## src/hdl/ptbg_pkg.sv

```systemverilog
package ptbg_pkg;

   localparam int HZ_W     = 8;
   localparam int UNITS_W  = 8;
   localparam int TENTHS_W = 5;
   localparam int PER_W    = 13;
   localparam int OP_W     = 2;
   localparam int STEP_W   = 3;
   localparam int CSR_AW   = 3;
   localparam int CSR_DW   = 32;

   localparam logic [OP_W-1:0] OP_TICK = 2'd0;
   localparam logic [OP_W-1:0] OP_PLAY = 2'd1;
   localparam logic [OP_W-1:0] OP_STOP = 2'd2;

   localparam logic REG_HZ_MIN = 1'b0;
   localparam logic REG_HZ_MAX = 1'b1;

   localparam logic [HZ_W-1:0] HZ_MIN_RESET = 8'd1;
   localparam logic [HZ_W-1:0] HZ_MAX_RESET = 8'd255;

   // x/10 as x*205 >> 11, exact for every 8-bit x
   localparam logic [HZ_W-1:0] DIV10_MUL   = 8'd205;
   localparam int              DIV10_SHIFT = 11;

   typedef struct packed {
      logic [OP_W-1:0]     opcode;
      logic [HZ_W-1:0]     hz;
      logic [TENTHS_W-1:0] hz_tenths;
      logic [UNITS_W-1:0]  units;
      logic [HZ_W-1:0]     hz_max;
   } ptbg_cmd_type;

   typedef struct packed {
      logic         valid;
      ptbg_cmd_type cmd;
   } ptbg_push_type;

   function automatic logic [TENTHS_W-1:0] div10(input logic [HZ_W-1:0] x);
      logic [2*HZ_W-1:0] prod;
      prod = {{HZ_W{1'b0}}, x} * {{HZ_W{1'b0}}, DIV10_MUL};
      return prod[DIV10_SHIFT +: TENTHS_W];
   endfunction

endpackage

```

## src/hdl/ptbg_chan_if.sv

```systemverilog
interface ptbg_req_if;
   logic                          valid;
   logic                          ready;
   logic [ptbg_pkg::OP_W-1:0]     opcode;
   logic [ptbg_pkg::HZ_W-1:0]     tone_hz;
   logic [ptbg_pkg::UNITS_W-1:0]  tone_units;

   modport source (output valid, output opcode, output tone_hz, output tone_units,
                   input ready);
   modport sink   (input valid, input opcode, input tone_hz, input tone_units,
                   output ready);
endinterface

interface ptbg_rsp_if;
   logic                        valid;
   logic                        ready;
   logic                        piezo_level;
   logic                        tone_active;
   logic [ptbg_pkg::PER_W-1:0]  periods_left;

   modport source (output valid, output piezo_level, output tone_active,
                   output periods_left, input ready);
   modport sink   (input valid, input piezo_level, input tone_active,
                   input periods_left, output ready);
endinterface

```

## src/hdl/ptbg_front.sv

```systemverilog
module ptbg_front (
   ptbg_req_if.sink                  req_if,
   input  logic [ptbg_pkg::HZ_W-1:0] hz_min,
   input  logic [ptbg_pkg::HZ_W-1:0] hz_max,
   input  logic                      q_full,
   output ptbg_pkg::ptbg_push_type   push
);

   logic [ptbg_pkg::HZ_W-1:0] hz_lo;
   logic [ptbg_pkg::HZ_W-1:0] hz_clamped;

   // raise to min first, then lower to max: max wins on inverted limits
   always_comb begin
      hz_lo      = (req_if.tone_hz < hz_min) ? hz_min : req_if.tone_hz;
      hz_clamped = (hz_lo > hz_max) ? hz_max : hz_lo;
      if (hz_clamped == '0) begin
         hz_clamped = ptbg_pkg::HZ_W'(1);
      end
   end

   assign req_if.ready = !q_full;

   always_comb begin
      push.valid         = req_if.valid && !q_full;
      push.cmd.opcode    = req_if.opcode;
      push.cmd.hz        = hz_clamped;
      push.cmd.hz_tenths = ptbg_pkg::div10(hz_clamped);
      push.cmd.units     = req_if.tone_units;
      push.cmd.hz_max    = hz_max;
   end

endmodule

```

## src/hdl/ptbg_queue.sv

```systemverilog
module ptbg_queue (
   input  logic                    clock,
   input  logic                    reset,
   input  ptbg_pkg::ptbg_push_type push,
   input  logic                    pop,
   output logic                    full,
   output logic                    not_empty,
   output ptbg_pkg::ptbg_cmd_type  head
);

   ptbg_pkg::ptbg_cmd_type slot_ff [2];
   logic       wr_ptr_ff, wr_ptr_in;
   logic       rd_ptr_ff, rd_ptr_in;
   logic [1:0] count_ff, count_in;
   logic       do_push;
   logic       do_pop;

   assign full      = (count_ff == 2'd2);
   assign not_empty = (count_ff != 2'd0);
   assign head      = slot_ff[rd_ptr_ff];
   assign do_push   = push.valid && !full;
   assign do_pop    = pop && not_empty;

   always_comb begin
      wr_ptr_in = wr_ptr_ff ^ do_push;
      rd_ptr_in = rd_ptr_ff ^ do_pop;
      count_in  = count_ff + {1'b0, do_push} - {1'b0, do_pop};
   end

   always_ff @(posedge clock) begin
      if (reset) begin
         wr_ptr_ff <= 1'b0;
         rd_ptr_ff <= 1'b0;
         count_ff  <= 2'd0;
      end else begin
         wr_ptr_ff <= wr_ptr_in;
         rd_ptr_ff <= rd_ptr_in;
         count_ff  <= count_in;
      end
   end

   always_ff @(posedge clock) begin
      if (do_push) begin
         slot_ff[wr_ptr_ff] <= push.cmd;
      end
   end

endmodule

```

## src/hdl/ptbg_back.sv

```systemverilog
module ptbg_back (
   input  logic                   clock,
   input  logic                   reset,
   input  logic                   q_not_empty,
   input  ptbg_pkg::ptbg_cmd_type head,
   output logic                   pop,
   ptbg_rsp_if.source             rsp_if
);

   typedef enum logic [1:0] {
      S_IDLE = 2'b01,
      S_DIV  = 2'b10
   } ptbg_back_state_type;

   ptbg_back_state_type state_ff, state_in;

   logic                           rsp_valid_ff, rsp_valid_in;
   logic [ptbg_pkg::HZ_W-1:0]      timer_ff, timer_in;
   logic [ptbg_pkg::HZ_W-1:0]      reload_ff, reload_in;
   logic [ptbg_pkg::PER_W-1:0]     remaining_ff, remaining_in;
   logic                           level_ff, level_in;
   logic                           running_ff, running_in;

   // divide unit and pending burst length
   logic [ptbg_pkg::HZ_W-1:0]      rem_ff, rem_in;
   logic [ptbg_pkg::HZ_W-1:0]      quo_ff, quo_in;
   logic [ptbg_pkg::HZ_W-1:0]      dvs_ff, dvs_in;
   logic [ptbg_pkg::PER_W-1:0]     count_ff, count_in;
   logic [ptbg_pkg::STEP_W-1:0]    step_ff, step_in;

   logic                           slot_free;
   logic [ptbg_pkg::HZ_W:0]        trial;
   logic [ptbg_pkg::HZ_W-1:0]      quo_next;
   logic [ptbg_pkg::HZ_W-1:0]      reload_new;
   logic [ptbg_pkg::HZ_W-1:0]      timer_inc;
   logic [ptbg_pkg::PER_W-1:0]     remaining_dec;

   assign slot_free = !rsp_valid_ff || rsp_if.ready;

   always_comb begin
      state_in      = state_ff;
      rsp_valid_in  = rsp_valid_ff && !rsp_if.ready;
      timer_in      = timer_ff;
      reload_in     = reload_ff;
      remaining_in  = remaining_ff;
      level_in      = level_ff;
      running_in    = running_ff;
      rem_in        = rem_ff;
      quo_in        = quo_ff;
      dvs_in        = dvs_ff;
      count_in      = count_ff;
      step_in       = step_ff;
      pop           = 1'b0;
      timer_inc     = timer_ff + ptbg_pkg::HZ_W'(1);
      remaining_dec = (remaining_ff != '0) ? remaining_ff - ptbg_pkg::PER_W'(1)
                                           : remaining_ff;
      // restoring divide, one quotient bit a cycle
      trial         = {rem_ff, quo_ff[ptbg_pkg::HZ_W-1]};
      quo_next      = {quo_ff[ptbg_pkg::HZ_W-2:0], 1'b0};
      if (trial >= {1'b0, dvs_ff}) begin
         quo_next[0] = 1'b1;
      end
      reload_new    = ptbg_pkg::HZ_W'(0) - quo_next;

      case (state_ff)
         S_IDLE: begin
            if (q_not_empty && slot_free) begin
               pop = 1'b1;
               case (head.opcode)
                  ptbg_pkg::OP_TICK: begin
                     rsp_valid_in = 1'b1;
                     if (running_ff) begin
                        if (timer_inc != '0) begin
                           timer_in = timer_inc;
                        end else begin
                           timer_in = reload_ff;
                           level_in = !level_ff;
                           // falling edge ends one period
                           if (level_ff) begin
                              remaining_in = remaining_dec;
                              running_in   = (remaining_dec != '0);
                           end
                        end
                     end
                  end
                  ptbg_pkg::OP_PLAY: begin
                     state_in = S_DIV;
                     rem_in   = '0;
                     quo_in   = head.hz_max;
                     dvs_in   = head.hz;
                     step_in  = '0;
                     count_in = {{(ptbg_pkg::PER_W-ptbg_pkg::TENTHS_W){1'b0}}, head.hz_tenths}
                              * {{(ptbg_pkg::PER_W-ptbg_pkg::UNITS_W){1'b0}}, head.units};
                  end
                  ptbg_pkg::OP_STOP: begin
                     rsp_valid_in = 1'b1;
                     running_in   = 1'b0;
                     level_in     = 1'b0;
                  end
                  default: begin
                     rsp_valid_in = 1'b1;
                  end
               endcase
            end
         end
         S_DIV: begin
            rem_in  = (trial >= {1'b0, dvs_ff}) ? ptbg_pkg::HZ_W'(trial - {1'b0, dvs_ff})
                                                : trial[ptbg_pkg::HZ_W-1:0];
            quo_in  = quo_next;
            step_in = step_ff + ptbg_pkg::STEP_W'(1);
            if (step_ff == ptbg_pkg::STEP_W'(ptbg_pkg::HZ_W-1)) begin
               state_in     = S_IDLE;
               reload_in    = reload_new;
               timer_in     = reload_new;
               remaining_in = count_ff;
               running_in   = (count_ff != '0);
               rsp_valid_in = 1'b1;
            end
         end
         default: begin
            state_in = S_IDLE;
         end
      endcase
   end

   always_ff @(posedge clock) begin
      if (reset) begin
         state_ff     <= S_IDLE;
         rsp_valid_ff <= 1'b0;
         timer_ff     <= '0;
         reload_ff    <= '0;
         remaining_ff <= '0;
         level_ff     <= 1'b0;
         running_ff   <= 1'b0;
         step_ff      <= '0;
      end else begin
         state_ff     <= state_in;
         rsp_valid_ff <= rsp_valid_in;
         timer_ff     <= timer_in;
         reload_ff    <= reload_in;
         remaining_ff <= remaining_in;
         level_ff     <= level_in;
         running_ff   <= running_in;
         step_ff      <= step_in;
      end
   end

   always_ff @(posedge clock) begin
      rem_ff   <= rem_in;
      quo_ff   <= quo_in;
      dvs_ff   <= dvs_in;
      count_ff <= count_in;
   end

   // state only moves when the held beat leaves, so the result reads it directly
   assign rsp_if.valid        = rsp_valid_ff;
   assign rsp_if.piezo_level  = level_ff;
   assign rsp_if.tone_active  = running_ff;
   assign rsp_if.periods_left = remaining_ff;

`ifndef ASSERT_OFF
   a_state_onehot: assert property (@(posedge clock) disable iff (reset)
      $onehot(state_ff))
      else $error("back state not one-hot");

   a_no_beat_in_div: assert property (@(posedge clock) disable iff (reset)
      (state_ff == S_DIV) |-> !rsp_valid_ff)
      else $error("result beat pending while dividing");

   a_running_has_periods: assert property (@(posedge clock) disable iff (reset)
      running_ff |-> (remaining_ff != '0))
      else $error("burst running with no periods left");

   a_div_ends_in_beat: assert property (@(posedge clock) disable iff (reset)
      (state_ff == S_DIV && step_ff == ptbg_pkg::STEP_W'(ptbg_pkg::HZ_W-1))
      |=> (rsp_valid_ff && state_ff == S_IDLE))
      else $error("divide finished without a result beat");
`endif

endmodule

```

## src/hdl/piezo_tone_burst_generator_unit.sv

```systemverilog
// Piezo tone burst generator. Request beats carry an opcode: tick (one prescaled timer
// tick), play (start a burst at the clamped frequency code) or stop; every request gives
// exactly one response beat with the piezo level, the running flag and the periods left,
// in order. A two-entry command queue separates the request side from the execution side.
// Tick, stop and unused opcodes are handled directly from the idle state of the execution unit, so they
// sustain one beat per cycle while the response side takes every beat; a play beat occupies the execution
// unit for a dispatch and then the bit-serial 8-bit divide of hz_max by the frequency code, and its
// response beat is presented once that divide has ended.
// hz_min and hz_max sit at byte addresses 0 and 4 of the register port and should only
// be written while no beat is in flight.
module piezo_tone_burst_generator_unit (
   input  logic                            clock,
   input  logic                            reset,
   ptbg_req_if.sink                        req_if,
   ptbg_rsp_if.source                      rsp_if,
   input  logic                            csr_psel,
   input  logic                            csr_penable,
   input  logic                            csr_pwrite,
   input  logic [ptbg_pkg::CSR_AW-1:0]     csr_paddr,
   input  logic [ptbg_pkg::CSR_DW-1:0]     csr_pwdata,
   output logic [ptbg_pkg::CSR_DW-1:0]     csr_prdata,
   output logic                            csr_pready
);

   logic [ptbg_pkg::HZ_W-1:0] hz_min_ff, hz_min_in;
   logic [ptbg_pkg::HZ_W-1:0] hz_max_ff, hz_max_in;
   logic                      csr_write;
   logic                      csr_index;

   ptbg_pkg::ptbg_push_type   push;
   ptbg_pkg::ptbg_cmd_type    head;
   logic                      q_full;
   logic                      q_not_empty;
   logic                      pop;

   assign csr_pready = 1'b1;
   assign csr_write  = csr_psel && csr_penable && csr_pwrite && csr_pready;
   assign csr_index  = csr_paddr[2];

   always_comb begin
      hz_min_in = hz_min_ff;
      hz_max_in = hz_max_ff;
      if (csr_write) begin
         case (csr_index)
            ptbg_pkg::REG_HZ_MIN: hz_min_in = csr_pwdata[ptbg_pkg::HZ_W-1:0];
            ptbg_pkg::REG_HZ_MAX: hz_max_in = csr_pwdata[ptbg_pkg::HZ_W-1:0];
            default: begin
               hz_min_in = hz_min_ff;
            end
         endcase
      end
   end

   always_comb begin
      case (csr_index)
         ptbg_pkg::REG_HZ_MIN:
            csr_prdata = {{(ptbg_pkg::CSR_DW-ptbg_pkg::HZ_W){1'b0}}, hz_min_ff};
         ptbg_pkg::REG_HZ_MAX:
            csr_prdata = {{(ptbg_pkg::CSR_DW-ptbg_pkg::HZ_W){1'b0}}, hz_max_ff};
         default:
            csr_prdata = '0;
      endcase
   end

   always_ff @(posedge clock) begin
      if (reset) begin
         hz_min_ff <= ptbg_pkg::HZ_MIN_RESET;
         hz_max_ff <= ptbg_pkg::HZ_MAX_RESET;
      end else begin
         hz_min_ff <= hz_min_in;
         hz_max_ff <= hz_max_in;
      end
   end

   ptbg_front u_front (
      .req_if (req_if),
      .hz_min (hz_min_ff),
      .hz_max (hz_max_ff),
      .q_full (q_full),
      .push   (push)
   );

   ptbg_queue u_queue (
      .clock     (clock),
      .reset     (reset),
      .push      (push),
      .pop       (pop),
      .full      (q_full),
      .not_empty (q_not_empty),
      .head      (head)
   );

   ptbg_back u_back (
      .clock       (clock),
      .reset       (reset),
      .q_not_empty (q_not_empty),
      .head        (head),
      .pop         (pop),
      .rsp_if      (rsp_if)
   );

endmodule

```

## src/flat_wrapper.sv

```systemverilog
// flat-port wrapper written by rule: the top's interface ports become plain ports
module piezo_tone_burst_generator_unit_flat 
  (clock, reset, csr_psel, csr_penable, csr_pwrite, csr_paddr, csr_pwdata, csr_prdata, csr_pready, req_if_valid, req_if_opcode, req_if_tone_hz, req_if_tone_units, req_if_ready, rsp_if_valid, rsp_if_piezo_level, rsp_if_tone_active, rsp_if_periods_left, rsp_if_ready);
  ptbg_req_if req_if_i ();
  ptbg_rsp_if rsp_if_i ();
  input  logic clock;
  input  logic reset;
  input  logic csr_psel;
  input  logic csr_penable;
  input  logic csr_pwrite;
  input  logic [ptbg_pkg::CSR_AW-1:0] csr_paddr;
  input  logic [ptbg_pkg::CSR_DW-1:0] csr_pwdata;
  output logic [ptbg_pkg::CSR_DW-1:0] csr_prdata;
  output logic csr_pready;
  input wire logic [$bits(req_if_i.valid)-1:0] req_if_valid;
  input wire logic [$bits(req_if_i.opcode)-1:0] req_if_opcode;
  input wire logic [$bits(req_if_i.tone_hz)-1:0] req_if_tone_hz;
  input wire logic [$bits(req_if_i.tone_units)-1:0] req_if_tone_units;
  output wire logic [$bits(req_if_i.ready)-1:0] req_if_ready;
  output wire logic [$bits(rsp_if_i.valid)-1:0] rsp_if_valid;
  output wire logic [$bits(rsp_if_i.piezo_level)-1:0] rsp_if_piezo_level;
  output wire logic [$bits(rsp_if_i.tone_active)-1:0] rsp_if_tone_active;
  output wire logic [$bits(rsp_if_i.periods_left)-1:0] rsp_if_periods_left;
  input wire logic [$bits(rsp_if_i.ready)-1:0] rsp_if_ready;
  assign req_if_i.valid = req_if_valid;
  assign req_if_i.opcode = req_if_opcode;
  assign req_if_i.tone_hz = req_if_tone_hz;
  assign req_if_i.tone_units = req_if_tone_units;
  assign req_if_ready = req_if_i.ready;
  assign rsp_if_valid = rsp_if_i.valid;
  assign rsp_if_piezo_level = rsp_if_i.piezo_level;
  assign rsp_if_tone_active = rsp_if_i.tone_active;
  assign rsp_if_periods_left = rsp_if_i.periods_left;
  assign rsp_if_i.ready = rsp_if_ready;
  piezo_tone_burst_generator_unit u_core (.clock(clock), .reset(reset), .req_if(req_if_i), .rsp_if(rsp_if_i), .csr_psel(csr_psel), .csr_penable(csr_penable), .csr_pwrite(csr_pwrite), .csr_paddr(csr_paddr), .csr_pwdata(csr_pwdata), .csr_prdata(csr_prdata), .csr_pready(csr_pready));
endmodule
```

## config.mk

```make
export PLATFORM = sky130hd
export DESIGN_NAME = piezo_tone_burst_generator_unit_flat
export DESIGN_NICKNAME = d
export VERILOG_FILES = /design/src/hdl/ptbg_pkg.sv /design/src/hdl/ptbg_chan_if.sv /design/src/hdl/ptbg_front.sv /design/src/hdl/ptbg_queue.sv /design/src/hdl/ptbg_back.sv /design/src/hdl/piezo_tone_burst_generator_unit.sv /design/src/flat_wrapper.sv
export SDC_FILE = /design/constraint.sdc
export NUM_CORES = 1
export LEC_CHECK = 0
export BUFFER_PORTS_ARGS = -buffer_cell sky130_fd_sc_hd__buf_2
export CAP_MARGIN = 20
export CORE_MARGIN = 2
export CORE_UTILIZATION = 45
export DETAILED_ROUTE_END_ITERATION = 8
export PLACE_DENSITY = 0.75
export SYNTH_ARGS = -nofsm -noshare
export SYNTH_HDL_FRONTEND = slang
export SYNTH_SLANG_ARGS = --single-unit
```

## constraint.sdc

```tcl
create_clock -name clock -period 10.3 [get_ports clock]
set_input_delay 1.03 -clock clock [delete_from_list [all_inputs] [get_ports clock]]
set_output_delay 1.03 -clock clock [all_outputs]
set_load 0.005 [all_outputs]
```

==> metrics.md, run 1 <==
| Metric | Value |
|---|---|
| Drt first-iter violations | 507 |
| Clock sinks | 156 |
| Period utilization | 0.789 |
| Post-synthesis adder-cell area fraction | 0.172 |
| Total Routing Usage GR | 0.173 |
| Port-buffer cells | 58 |
| Dpl hpwl | about 15000 um |
| Antenna Cells | 0 |
| GR Overflow Total | 0 |
| Post-route ant nets | 0 |
| Syn Area/Cell | 9.88 sq um |
| Max-slew violation count | 0 |
| # hold bufs at CTS | 0 |
| # IOs | 110 |
| Worst skew pair latency | approximately 0.44 ns |
| Post-route setup TNS | 0 ns |
| Synth Area in Simple Gates | 0.141 |
| Synth cell types | 69 |
| Initial Util | 0.454 |
| Largest family of logic cells by synthesized area | adder cells |
| Number of flops mapped to enable cells by yosys | 99 |
| Post-layout net count | 1261 |
| Placer Congestion | 0.843 |
| Max cap viols | 0 |
| Fin crit period | 8.13 ns |
| Fmax achieved | 0.123 GHz |
| Total wire length | about 20000 um |
| Setup Buffers After CTS | 0 |
| FFs w/ async S/R, synth | 0 |
| Pin count of the biggest net entering global routing | 62 |
| Cell Area, Synth | 10200 sq um |
| CTS Buf Count | 17 |
| Top-area cell type share of the netlist area | 0.292 |
| Main synth FF type | edfxtp_1 |
| Worst vdd ir | 0.187 mV |
| Clk_skew | around 0.010 ns |
| Yosys top cell by area | edfxtp_1 |
| Maximum fanout along the worst path | 9 |
| WL/cell | ~15 um |
| Area Growth Syn to Fin | 10.6% |
| Pre-antenna DRT Iters | 5 |
| Synth warn | 0 |
| Critical Path Start Type | input port |
| # rows | 55 |
| Slew margin rel. | 0.331 |
| Via/cell ratio | approximately 5.4 |
| P per Cell Area | 279 nW/um^2 |
| Lkg Pwr | between 4 and 5 nW |
| CP arrival | about 8.4 ns |
| Initial antenna violation count | 0 |
| Clk root buf | clkbuf_16 |
| Worst Path Required | 10.52 ns |
| Global-route wire length before repair | around 34000 um |
| Layout cells sized above 1 | 0.134 |
| Final Hold Vio Count | 0 |
| Htree depth | 4 |
| Die Ht | 154 um |
| Critical path class | input port to register |
| Synth Instances | approximately 1000 |
| Synth area leaders | edfxtp_1, ha_1, dfxtp_1 |
| Number of global-route vias before repair | roughly 7000 |
| Tightest Pin Transition | ~1.0 ns |
| Min-Delay Path Class | register to register |
| Die area | 23800 sq um |
| FF/Latch Area | 4120 sq um |
| Unrepaired setup endpoints after global routing | false |
| CTS resizes | 0 |
| Yosys reg bits | between 150 and 200 |
| Post-Synth XOR/XNOR Area | 0.0250 |
| Post-synthesis mux area share | 0.0616 |
| Crit end category | register |
| Core area | 22400 sq um |
| Number of fill cells | 1976 |
| Power, Total | 0.00314 W |
| Final setup violation count | 0 |
| Bufs on Longest Clock Path | 2 |
| Area taken by multi-input logic gates | 5460 sq um |
| Register area share after synthesis | 0.404 |
| Die Wd | between 150 and 200 um |
| Compound-gate portion of the synthesized area | 0.128 |
| Status | finished, final reports clean |
| DRC errors left | 0 |
| Clock-pin transition on the worst setup and hold timing paths | 0.06 ns |
| TritonCTS clock tree | yes |
| Vias | 7383 |
==> cells by family (layout without fill, tap and decap cells) <==
group / count (synthesis) / in the layout
multiplexers: 57 / 57
XOR/XNOR: 29 / 29
AO/OA/AOI/OAI: 200 / 200
other: 2 / 25
adder cells (fa/ha/maj): 122 / 122
buffers and inverters: 158 / 197
flip-flops: 156 / 156
AND/OR/NAND/NOR: 306 / 306
==> metrics by stage <==
stage | area, sq um | setup WS [ns] | utilization | cells | hold slack [ns]
floorplan | 10300 | 2.86 | - | 1053 | 0.436
global placement | 10700 | 1.95 | 0.475 | 1344 | 0.443
detailed placement | 10700 | 1.75 | 0.475 | 1344 | 0.453
CTS | 11200 | 2.19 | 0.501 | 1376 | 0.462
global route | 11300 | 1.62 | 0.502 | 1377 | 0.477
finish | 11300 | 2.17 | 0.502 | 1377 | 0.462
==> report_power, final <==
part	leakage, nW	internal, W	switching [W]
sequential	1.34	0.000864	0.0000705
combinational	3.08	0.000709	0.000863
clock	0.286	0.000346	0.000284
==> worst paths after layout <==
kind / endpoint / from / depth (start not counted) / slack [ns]
setup / recovery: u_core.u_queue.slot_ff[1][19] / req_if_tone_hz[7] / 24 / 2.17
hold / removal: u_core.u_back.reload_ff[2] / u_core.u_back.reload_ff[2] / 2 / 0.46
setup reg to reg: u_core.u_queue.slot_ff[1][19] / u_core.hz_min_ff[7] / 24 / 2.45
hold reg to reg: u_core.u_back.reload_ff[2] / u_core.u_back.reload_ff[2] / 2 / 0.46
==> per-layer routing <==
layer  track usage  wire [um]
met1         0.225       9460
met2         0.292       9670
met3        0.0311        768
met4        0.0617        369
met5             0          0
==> cell usage after synthesis, types with 6 or more instances <==
master and n:
nor2_1 93, nor2b_1 6, or3_1 7, fa_1 30, a211o_1 11, nand4_1 7, xor2_1 12, a21oi_1 61
o21ai_0 51, nand2_1 102, a21o_1 10, mux2i_1 32, xnor2_1 17, or2_2 12, nor3_1 12, buf_4 25
a211oi_1 15, nand3_1 20, clkbuf_1 31, ha_1 92, dfxtp_1 57, inv_1 97, nand2b_1 6, nor4_1 11
nand3b_1 9, mux2_2 22, edfxtp_1 99
==> flip-flops by register name (all words and copies together) (netlist names) <==
name / flops
u_core.hz_max_ff: 8
u_core.u_queue.rd_ptr_ff: 1
u_core.u_back.rem_ff: 8
u_core.u_back.rsp_if.tone_active: 1
u_core.u_back.quo_ff: 8
u_core.u_queue.slot_ff: 62
u_core.u_back.state_ff: 2
u_core.u_back.timer_ff: 8
u_core.u_queue.count_ff: 2
u_core.u_back.count_ff: 13
u_core.u_back.rsp_if.piezo_level: 1
u_core.u_back.step_ff: 3
u_core.u_back.dvs_ff: 8
u_core.u_back.reload_ff: 8
u_core.u_queue.wr_ptr_ff: 1
u_core.hz_min_ff: 8
u_core.u_back.rsp_if.periods_left: 13
u_core.u_back.rsp_if.valid: 1
==> final cells by class <==
cell class | count | area share
Timing Repair Buffer | 67 | 0.0321
Inverter | 98 | 0.0327
Sequential cell | 156 | 0.366
Clock inverter | 15 | 0.0149
Clock buffer | 17 | 0.0378
Tap cell | 285 | 0.0317
Multi-Input combinational cell | 739 | 0.485
==> critical path: stages <==
cell      delay (ns)
buf_2           0.12
ha_1            0.29
nand2_1         0.09
o41ai_4         0.69
mux2_2          0.44
ha_1            0.30
and3_1          0.23
a221o_1         0.18
a21oi_1         0.10
a31oi_4         0.44
mux2i_1         0.44
inv_1           0.24
or4b_1          0.53
o21ai_1         0.16
ha_1            0.21
fa_1            0.46
fa_1            0.44
ha_1            0.29
a21o_1          0.18
a21oi_1         0.31
o21ai_0         0.13
a221oi_1        0.49
nand2_1         0.19
o311ai_1        0.33
==> cells in the final DEF, fill, tap and decap left out, drive strengths merged, types with 7 or more instances in the layout <==
cell type / synthesis / routed
xor2: 12 / 12
nand3: 20 / 20
mux2: 22 / 22
nor2: 93 / 93
inv: 97 / 107
nor3: 12 / 12
nor4: 11 / 11
nand4: 7 / 7
o21ai: 53 / 53
nand2: 102 / 102
conb: 2 / 25
xnor2: 17 / 17
a211oi: 15 / 15
ha: 92 / 92
or3: 7 / 7
mux2i: 35 / 35
a21oi: 61 / 61
buf: 29 / 67
or2: 12 / 12
dfxtp: 57 / 57
edfxtp: 99 / 99
a211o: 11 / 11
a21o: 10 / 10
clkbuf: 31 / 17
nand3b: 9 / 9
fa: 30 / 30
Note: power is estimated with default switching activity, not from simulation.
==> run 2, diff against run 1 <==
--- a/config.mk
+++ b/config.mk
@@ -5,12 +5,13 @@
 export SDC_FILE = /design/constraint.sdc
 export NUM_CORES = 1
 export LEC_CHECK = 0
+export ABC_AREA = 1
 export BUFFER_PORTS_ARGS = -buffer_cell sky130_fd_sc_hd__buf_2
 export CAP_MARGIN = 20
 export CORE_MARGIN = 2
 export CORE_UTILIZATION = 45
 export DETAILED_ROUTE_END_ITERATION = 8
-export PLACE_DENSITY = 0.75
+export PLACE_DENSITY = 0.77
 export SYNTH_ARGS = -nofsm -noshare
 export SYNTH_HDL_FRONTEND = slang
 export SYNTH_SLANG_ARGS = --single-unit
==> constraint.sdc (replaced) <==
create_clock -name clock -period 7 [get_ports clock]
set_input_delay 0.7 -clock clock [delete_from_list [all_inputs] [get_ports clock]]
set_output_delay 0.7 -clock clock [all_outputs]
set_load 0.005 [all_outputs]
==> metrics.md, run 2 <==
| Metric | Value |
|---|---|
| Worst Path Required | 7.26 ns (was 10.52 ns) |
| Yosys reg bits | 156 (unchanged) |
| Placer Congestion | 0.905 (was 0.843) |
| Post-layout net count | 1363 (was 1261) |
| Worst vdd ir | 0.372 mV (was 0.187 mV) |
| Commonest non-fill, non-tap cell in the layout | nand2_1 (unchanged) |
| Crit-path max cell delay | 0.56 ns (was 0.69 ns) |
| Die area | 23300 sq um (was 23800 sq um) |
| Cell Area, Synth | 9930 sq um (was 10200 sq um) |
| Die Ht | 153 um (was 154 um) |
| Register area share after synthesis | 0.414 (was 0.404) |
| DRC errors left | 0 (unchanged) |
| Largest register FFs | 62 (unchanged) |
| Max-slew violation count | 0 (unchanged) |
| Drt first-iter violations | 528 (was 507) |
| Tightest Pin Transition | 0.796 ns (was 1.00 ns) |
| Vias | 7548 (was 7383) |
| Global-route wire length before repair | 32600 um (was 33500 um) |
| Worst reg2reg setup slack | 0.82 ns (was 2.45 ns) |
| Reg2Reg Launch Point | u_core.hz_min_ff[5] (was u_core.hz_min_ff[7]) |
| Unrepaired setup endpoints after global routing | false (unchanged) |
| P per Cell Area | 443 nW/um^2 (was 279 nW/um^2) |
| Synth warn | 0 (unchanged) |
| Clock sinks | 156 (unchanged) |
| Critical path's slowest cell | fa_1 (was o41ai_4) |
| Via/cell ratio | 5.12 (was 5.36) |
| Pin count of the biggest net entering global routing | 52 (was 62) |
| Most frequent cells in the layout | nand2_1, inv_1, nor2_1 (was nand2_1, edfxtp_1, inv_1) |
| Max cap viols | 0 (unchanged) |
| Min-Delay Path Class | input port to register (was register to register) |
| Period utilization | 0.883 |
| Pre-antenna DRT Iters | 5 (unchanged) |
| Htree depth | 4 (unchanged) |
| Setup Buffers After CTS | 0 (unchanged) |
| Number of global-route vias before repair | 7180 (was 7029) |
| Synth Area in Simple Gates | 0.164 (was 0.141) |
| Layout cells sized above 1 | 0.108 (was 0.134) |
| Status | finished, final reports clean (unchanged) |
| Post-Synth XOR/XNOR Area | 0.0309 (was 0.0250) |
| CTS resizes | 0 (unchanged) |
| Compound-gate portion of the synthesized area | 0.117 (was 0.128) |
| Total Routing Usage GR | 0.169 (was 0.173) |
| Most used cell, CP | nand2_1 (was ha_1) |
| Crit end category | register (unchanged) |
| Antenna Cells | 0 (unchanged) |
| Top cells by count, synth | nand2_1, inv_1, nor2_1, edfxtp_1, ha_1 (was nand2_1, edfxtp_1, inv_1, nor2_1, ha_1) |
| Clk_skew | 0.00616 ns (was 0.0102 ns) |
| Number of flops mapped to enable cells by yosys | 99 (unchanged) |
| Core area | 21800 sq um (was 22400 sq um) |
| Critical Path Start Type | register (was input port) |
| Final setup violation count | 0 (unchanged) |
| # hold bufs at CTS | 0 (unchanged) |
| Worst setup path startpoint | u_core.hz_min_ff[5] (was req_if_tone_hz[7]) |
| Syn Area/Cell | 8.83 sq um (was 9.88 sq um) |
| Most common cell in the netlist | nand2_1 (unchanged) |
| Fmax achieved | 0.162 GHz |
| WL/cell | 13.3 um (was 14.7 um) |
| Reg-to-Reg End | u_core.u_queue.slot_ff[0][18] (was u_core.u_queue.slot_ff[1][19]) |
| Initial antenna violation count | 0 (unchanged) |
| Fin crit period | about 6.2 ns |
| R2R cell count | 36 (was 24) |
| Pre-CTS setup slack | 0.503 ns (was 1.75 ns) |
| Maximum fanout along the worst path | 10 (was 9) |
| Final Hold Vio Count | 0 (unchanged) |
| FFs w/ async S/R, synth | 0 (unchanged) |
| Top-area cell type share of the netlist area | 0.299 (was 0.292) |
| CP arrival | 6.44 ns (was 8.35 ns) |
| Post-synthesis adder-cell area fraction | 0.176 (was 0.172) |
| Initial Util | 0.456 (was 0.454) |
| Bufs on Longest Clock Path | 2 (unchanged) |
| # IOs | 110 (unchanged) |
| Largest register by flop count | u_core.u_queue.slot_ff (unchanged) |
| Post-route setup TNS | 0 ns (unchanged) |
| Clock-pin transition on the worst setup and hold timing paths | 0.06 ns (about the same) |
| Synth area leaders | edfxtp_1, ha_1, dfxtp_1 (unchanged) |
| Main synth FF type | edfxtp_1 (unchanged) |
| Post-route core utilization | 0.507 (was 0.502) |
| Die Wd | 153 um (was 154 um) |
| Yosys top cell by area | edfxtp_1 (unchanged) |
| TritonCTS clock tree | yes (unchanged) |
| CTS Buf Count | 17 (unchanged) |
| Worst skew pair latency | 0.43 ns (was 0.44 ns) |
| GR Overflow Total | 0 (unchanged) |
| Synth Instances | 1125 (was 1030) |
| Dpl hpwl | 14500 um (was 14600 um) |
| Lkg Pwr | 5.18 nW (was 4.72 nW) |
| Slew margin rel. | 0.468 (was 0.331) |
| Post-synthesis mux area share | 0.0101 (was 0.0616) |
| Critical path class | register to register (was input port to register) |
| Total wire length | 19600 um (was 20300 um) |
| Area Growth Syn to Fin | 11.2% (was 10.6%) |
| Synth cell types | 44 (was 69) |
| Clk root buf | clkbuf_16 (unchanged) |
| Largest family of logic cells by synthesized area | adder cells (unchanged) |
| # rows | 54 (was 55) |
| Port-buffer cells | 58 (unchanged) |
| Crit path to | u_core.u_queue.slot_ff[0][18] (was u_core.u_queue.slot_ff[1][19]) |
| Post-route ant nets | 0 (unchanged) |
| Worst Slack Setup Final | 0.822 ns (was 2.17 ns) |
run 2: changes by cell type after synthesis, moves of 19 or more:
cell,change
nand2_1,+82
inv_1,+46
a21oi_1,+29
nand3_1,+29
mux2_2,-22
mux2i_1,-22
nor2_1,+19
run 2: how the worst min path moves through the flow:
stage / slack [ns] / end / startpoint / depth (start not counted)
3_5_place_dp: 0.47 / u_core.u_back.timer_ff[7] / u_core.u_back.timer_ff[7] / 2
4_1_cts: 0.44 / u_core.u_queue.slot_ff[1][9] / req_if_tone_units[1] / 1
2_1_floorplan: 0.45 / u_core.u_queue.slot_ff[0][1] / u_core.hz_max_ff[1] / 0
5_1_grt: 0.45 / u_core.u_queue.slot_ff[1][11] / req_if_tone_units[3] / 1
6_report: 0.46 / u_core.u_queue.slot_ff[1][11] / req_if_tone_units[3] / 1
3_3_place_gp: 0.47 / u_core.u_back.timer_ff[7] / u_core.u_back.timer_ff[7] / 2
run 2: stage by stage:
| stage | area, sq um | instances | hold slack, ns | power, W |
|---|---|---|---|---|
| final | 11000 | 1474 | 0.460 | 0.00489 |
| after CTS | 11000 | 1473 | 0.441 | 0.00492 |
| after global routing | 11000 | 1474 | 0.446 | 0.00536 |
| after detailed placement | 10400 | 1441 | 0.473 | 0.00391 |
| after floorplan | 10000 | 1148 | 0.447 | 0.00339 |
| after global placement | 10400 | 1441 | 0.467 | 0.00381 |
run 2: cell families (layout without fill, tap and decap cells):
family | count (synthesis) | in the layout
multiplexers | 10 | 10
buffers and inverters | 200 | 246
other | 2 | 25
AND/OR/NAND/NOR | 389 | 389
AO/OA/AOI/OAI | 211 | 211
flip-flops | 156 | 156
XOR/XNOR | 35 | 35
adder cells (fa/ha/maj) | 122 | 122
run 2: final cells by class:
cell class | instances | area (sq um)
clock buffers | 17 | 425
repair buffers | 64 | 348
flip-flops and latches | 156 | 4110
well taps | 280 | 350
fillers | 1974 | 10700
clock inverters | 15 | 189
inverters | 150 | 563
multi-input cells | 792 | 5050
run 2: critical path, delay by kind of cell (launching register included):
family	cells	cell delay [ns]
compound gates	3	0.55
xor+xnor	2	0.34
fa+ha+maj	6	2.22
buf+inv	5	0.42
flops	1	0.35
simple gates	20	2.11
run 2: layer usage:
metal / wire length [um] / GRT usage / share of wire
met4: 448 / 0.0657 / 0.023
met3: 849 / 0.0262 / 0.043
met1: 8640 / 0.215 / 0.44
met2: 9690 / 0.290 / 0.49
met5: 0 / 0 / 0
run 2: power by group:
group	switching [W]	total, W	internal [W]	leakage, nW
logic	0.00156	0.00255	0.000989	3.53
registers	0.0000845	0.00140	0.00131	1.35
clock network	0.000377	0.000945	0.000567	0.302
==> run 3, diff against run 2 <==
--- a/config.mk
+++ b/config.mk
@@ -5,7 +5,7 @@
 export SDC_FILE = /design/constraint.sdc
 export NUM_CORES = 1
 export LEC_CHECK = 0
-export ABC_AREA = 1
+export ABC_AREA = 0
 export BUFFER_PORTS_ARGS = -buffer_cell sky130_fd_sc_hd__buf_2
 export CAP_MARGIN = 20
 export CORE_MARGIN = 2
==> metrics.md, run 3 (synthesized netlist as in run 1, its figures left out) <==
| Metric | Value |
|---|---|
| Status | finished, final reports clean (unchanged) |
| TritonCTS clock tree | yes (unchanged) |
| Pin count of the biggest net entering global routing | 62 (was 52) |
| Crit path to | u_core.u_queue.slot_ff[1][19] (was u_core.u_queue.slot_ff[0][18]) |
| Die area | 23800 sq um (was 23300 sq um) |
| Clock sinks | 156 (unchanged) |
| Seq pwr share | 0.283 (was 0.286) |
| Min-Delay Path Class | input port to register (unchanged) |
| Worst vdd ir | 0.339 mV (was 0.372 mV) |
| Fmax achieved | 0.147 GHz (was 0.162 GHz) |
| Fin crit period | 6.81 ns (was 6.18 ns) |
| Worst skew pair latency | 0.44 ns (was 0.43 ns) |
| Worst hold stages | 1 (unchanged) |
| Slew margin rel. | 0.242 (was 0.468) |
| # rows | 55 (was 54) |
| Worst Path Required | 7.24 ns (was 7.26 ns) |
| Sw frac | 0.390 (was 0.414) |
| Layout cells sized above 1 | 0.200 (was 0.108) |
| Largest register FFs | 62 (unchanged) |
| Tightest Pin Transition | 1.14 ns (was 0.796 ns) |
| Period utilization | 0.973 (was 0.883) |
| Clock-pin transition on the worst setup and hold timing paths | 0.08 ns (was 0.06 ns) |
| Via/cell ratio | 5.39 (was 5.12) |
| Post-route ant nets | 0 (unchanged) |
| Post-route setup TNS | 0 ns (unchanged) |
| CP arrival | 7.06 ns (was 6.44 ns) |
| Post-route core utilization | 0.527 (was 0.507) |
| Post-layout net count | 1311 (was 1363) |
| Initial Util | 0.454 (was 0.456) |
| Die Wd | 154 um (was 153 um) |
| Internal power | 0.00290 W (was 0.00287 W) |
| DRC errors left | 0 (unchanged) |
| Lkg Pwr | 4.99 nW (was 5.18 nW) |
| Core area | 22400 sq um (was 21800 sq um) |
| Clk root buf | clkbuf_16 (unchanged) |
| Critical Path Start Type | register (unchanged) |
| Clock network fraction of total power | 0.187 (was 0.193) |
| # hold bufs at CTS | 0 (unchanged) |
| CTS Buf Count | 17 (unchanged) |
| Worst setup path startpoint | u_core.hz_min_ff[3] (was u_core.hz_min_ff[5]) |
| Combinational share of power | 0.530 (was 0.521) |
| Port-buffer cells | 58 (unchanged) |
| Final setup violation count | 0 (unchanged) |
| Antenna Cells | 0 (unchanged) |
| Total wire length | 21400 um (was 19600 um) |
| Largest register by flop count | u_core.u_queue.slot_ff (unchanged) |
| Reg2Reg Launch Point | u_core.hz_min_ff[3] (was u_core.hz_min_ff[5]) |
| Worst hold start | req_if_tone_units[7] (was req_if_tone_units[3]) |
| Initial antenna violation count | 0 (unchanged) |
| Dpl hpwl | 15300 um (was 14500 um) |
| Global-route wire length before repair | 34500 um (was 32600 um) |
| # IOs | 110 (unchanged) |
| R2R cell count | 25 (was 36) |
| Drt first-iter violations | 380 (was 528) |
| Pre-antenna DRT Iters | 5 (unchanged) |
| Placed Instance Area | 11000 sq um (was 10400 sq um) |
| Crit end category | register (unchanged) |
| Worst Slack Setup Final | 0.187 ns (was 0.822 ns) |
| GR Overflow Total | 0 (unchanged) |
| Psw | 0.00186 W (was 0.00202 W) |
| Total Routing Usage GR | 0.179 (was 0.169) |
| Area Growth Syn to Fin | 16.2% (was 11.2%) |
| Maximum fanout along the worst path | 8 (was 10) |
| Reg-to-Reg End | u_core.u_queue.slot_ff[1][19] (was u_core.u_queue.slot_ff[0][18]) |
| Final Hold Vio Count | 0 (unchanged) |
| WL/cell | 15.0 um (was 13.3 um) |
| Die Ht | 154 um (was 153 um) |
| Htree depth | 4 (unchanged) |
| Number of global-route vias before repair | 7346 (was 7180) |
| Max cap viols | 0 (unchanged) |
| Worst reg2reg setup slack | 0.19 ns (was 0.82 ns) |
| Finished Layout Cells | 1427 (was 1474) |
| Critical path class | register to register (unchanged) |
| Max-slew violation count | 0 (unchanged) |
| Bufs on Longest Clock Path | 2 (unchanged) |
| Pre-CTS setup slack | -0.592 ns (was 0.503 ns) |
| Vias | 7691 (was 7548) |
| Design Area, Final | 11800 sq um (was 11000 sq um) |
| Most frequent cells in the layout | nand2_1, edfxtp_1, inv_1 (was nand2_1, inv_1, nor2_1) |
| Clk_skew | 0.0148 ns (was 0.00616 ns) |
| Placer Congestion | 0.900 (was 0.905) |
| Post-Place Cells | 1392 (was 1441) |
| P per Cell Area | 402 nW/um^2 (was 443 nW/um^2) |
[run 3: cell count changes in the layout (fill, tap and decap cells not counted), sizes merged, moves of 25 or more]
cell	previous run	this run
o21ai	85	53
nand3	50	20
buf	64	116
nand2	189	102
a21oi	91	61
mux2i	10	35
inv	153	109
[run 3: layout make-up]
type	count	area, sq um
clock buffers	17	425
clock inverters	15	144
fillers	1947	10600
inverters	98	368
multi-input cells	740	5690
flip-flops and latches	156	4120
well taps	285	357
repair buffers	116	729
[run 3: worst min-delay path by stage]
stage,to,slack (ns)
finish,u_core.u_queue.slot_ff[1][15],0.46
global route,u_core.u_queue.slot_ff[1][15],0.44
CTS,u_core.u_queue.slot_ff[0][29],0.44
detailed placement,u_core.u_back.reload_ff[2],0.45
global placement,u_core.u_back.reload_ff[1],0.44
floorplan,u_core.u_back.reload_ff[1],0.44
[run 3: per-stage QoR]
stage | power [W] | hold WS [ns]
2_1_floorplan | 0.00325 | 0.436
3_3_place_gp | 0.00368 | 0.443
3_5_place_dp | 0.00377 | 0.452
4_1_cts | 0.00470 | 0.438
5_1_grt | 0.00513 | 0.436
6_report | 0.00476 | 0.456
[run 3: critical path: stages (launching register included)]
cell and delay, ns:
dfxtp_1 0.33, inv_1 0.07, ha_4 0.27, o21a_1 0.11, nor2_1 0.06, o41ai_4 0.29
buf_6 0.19, mux2_4 0.31, ha_1 0.29, and3_4 0.16, a221o_1 0.35, a21oi_2 0.22
a31oi_4 0.11, mux2i_4 0.25, buf_4 0.19, xor2_2 0.19, fa_1 0.59, fa_1 0.46
fa_1 0.51, ha_1 0.33, and3_4 0.20, and3_4 0.19, nand3_1 0.09, or4_4 0.44
a211o_1 0.32, o311ai_2 0.09
[run 3: power groups by stage]
stage	sequential, W	clock (W)	combinational (W)
2_1_floorplan	0.00133	0	0.00192
3_3_place_gp	0.00136	0	0.00232
3_5_place_dp	0.00137	0	0.00240
4_1_cts	0.00135	0.000901	0.00245
5_1_grt	0.00136	0.000941	0.00283
6_report	0.00135	0.000891	0.00252
[run 3: repair_timing]
| action | CTS | global route |
|---|---|---|
| hold endpoints to repair | 0 | 0 |
| pin swaps | 1 | 11 |
| buffers inserted | 1 | 0 |
| gates resized for setup | 1 | 33 |
| gates cloned | 1 | 0 |
| endpoints found under the setup margin | 10 | 10 |
[run 3: routing by layer]
metal | routed length [um] | global-route usage
met3 | 860 | 0.0300
met1 | 9500 | 0.220
met2 | 10600 | 0.315
met5 | 0 | 0
met4 | 425 | 0.0653
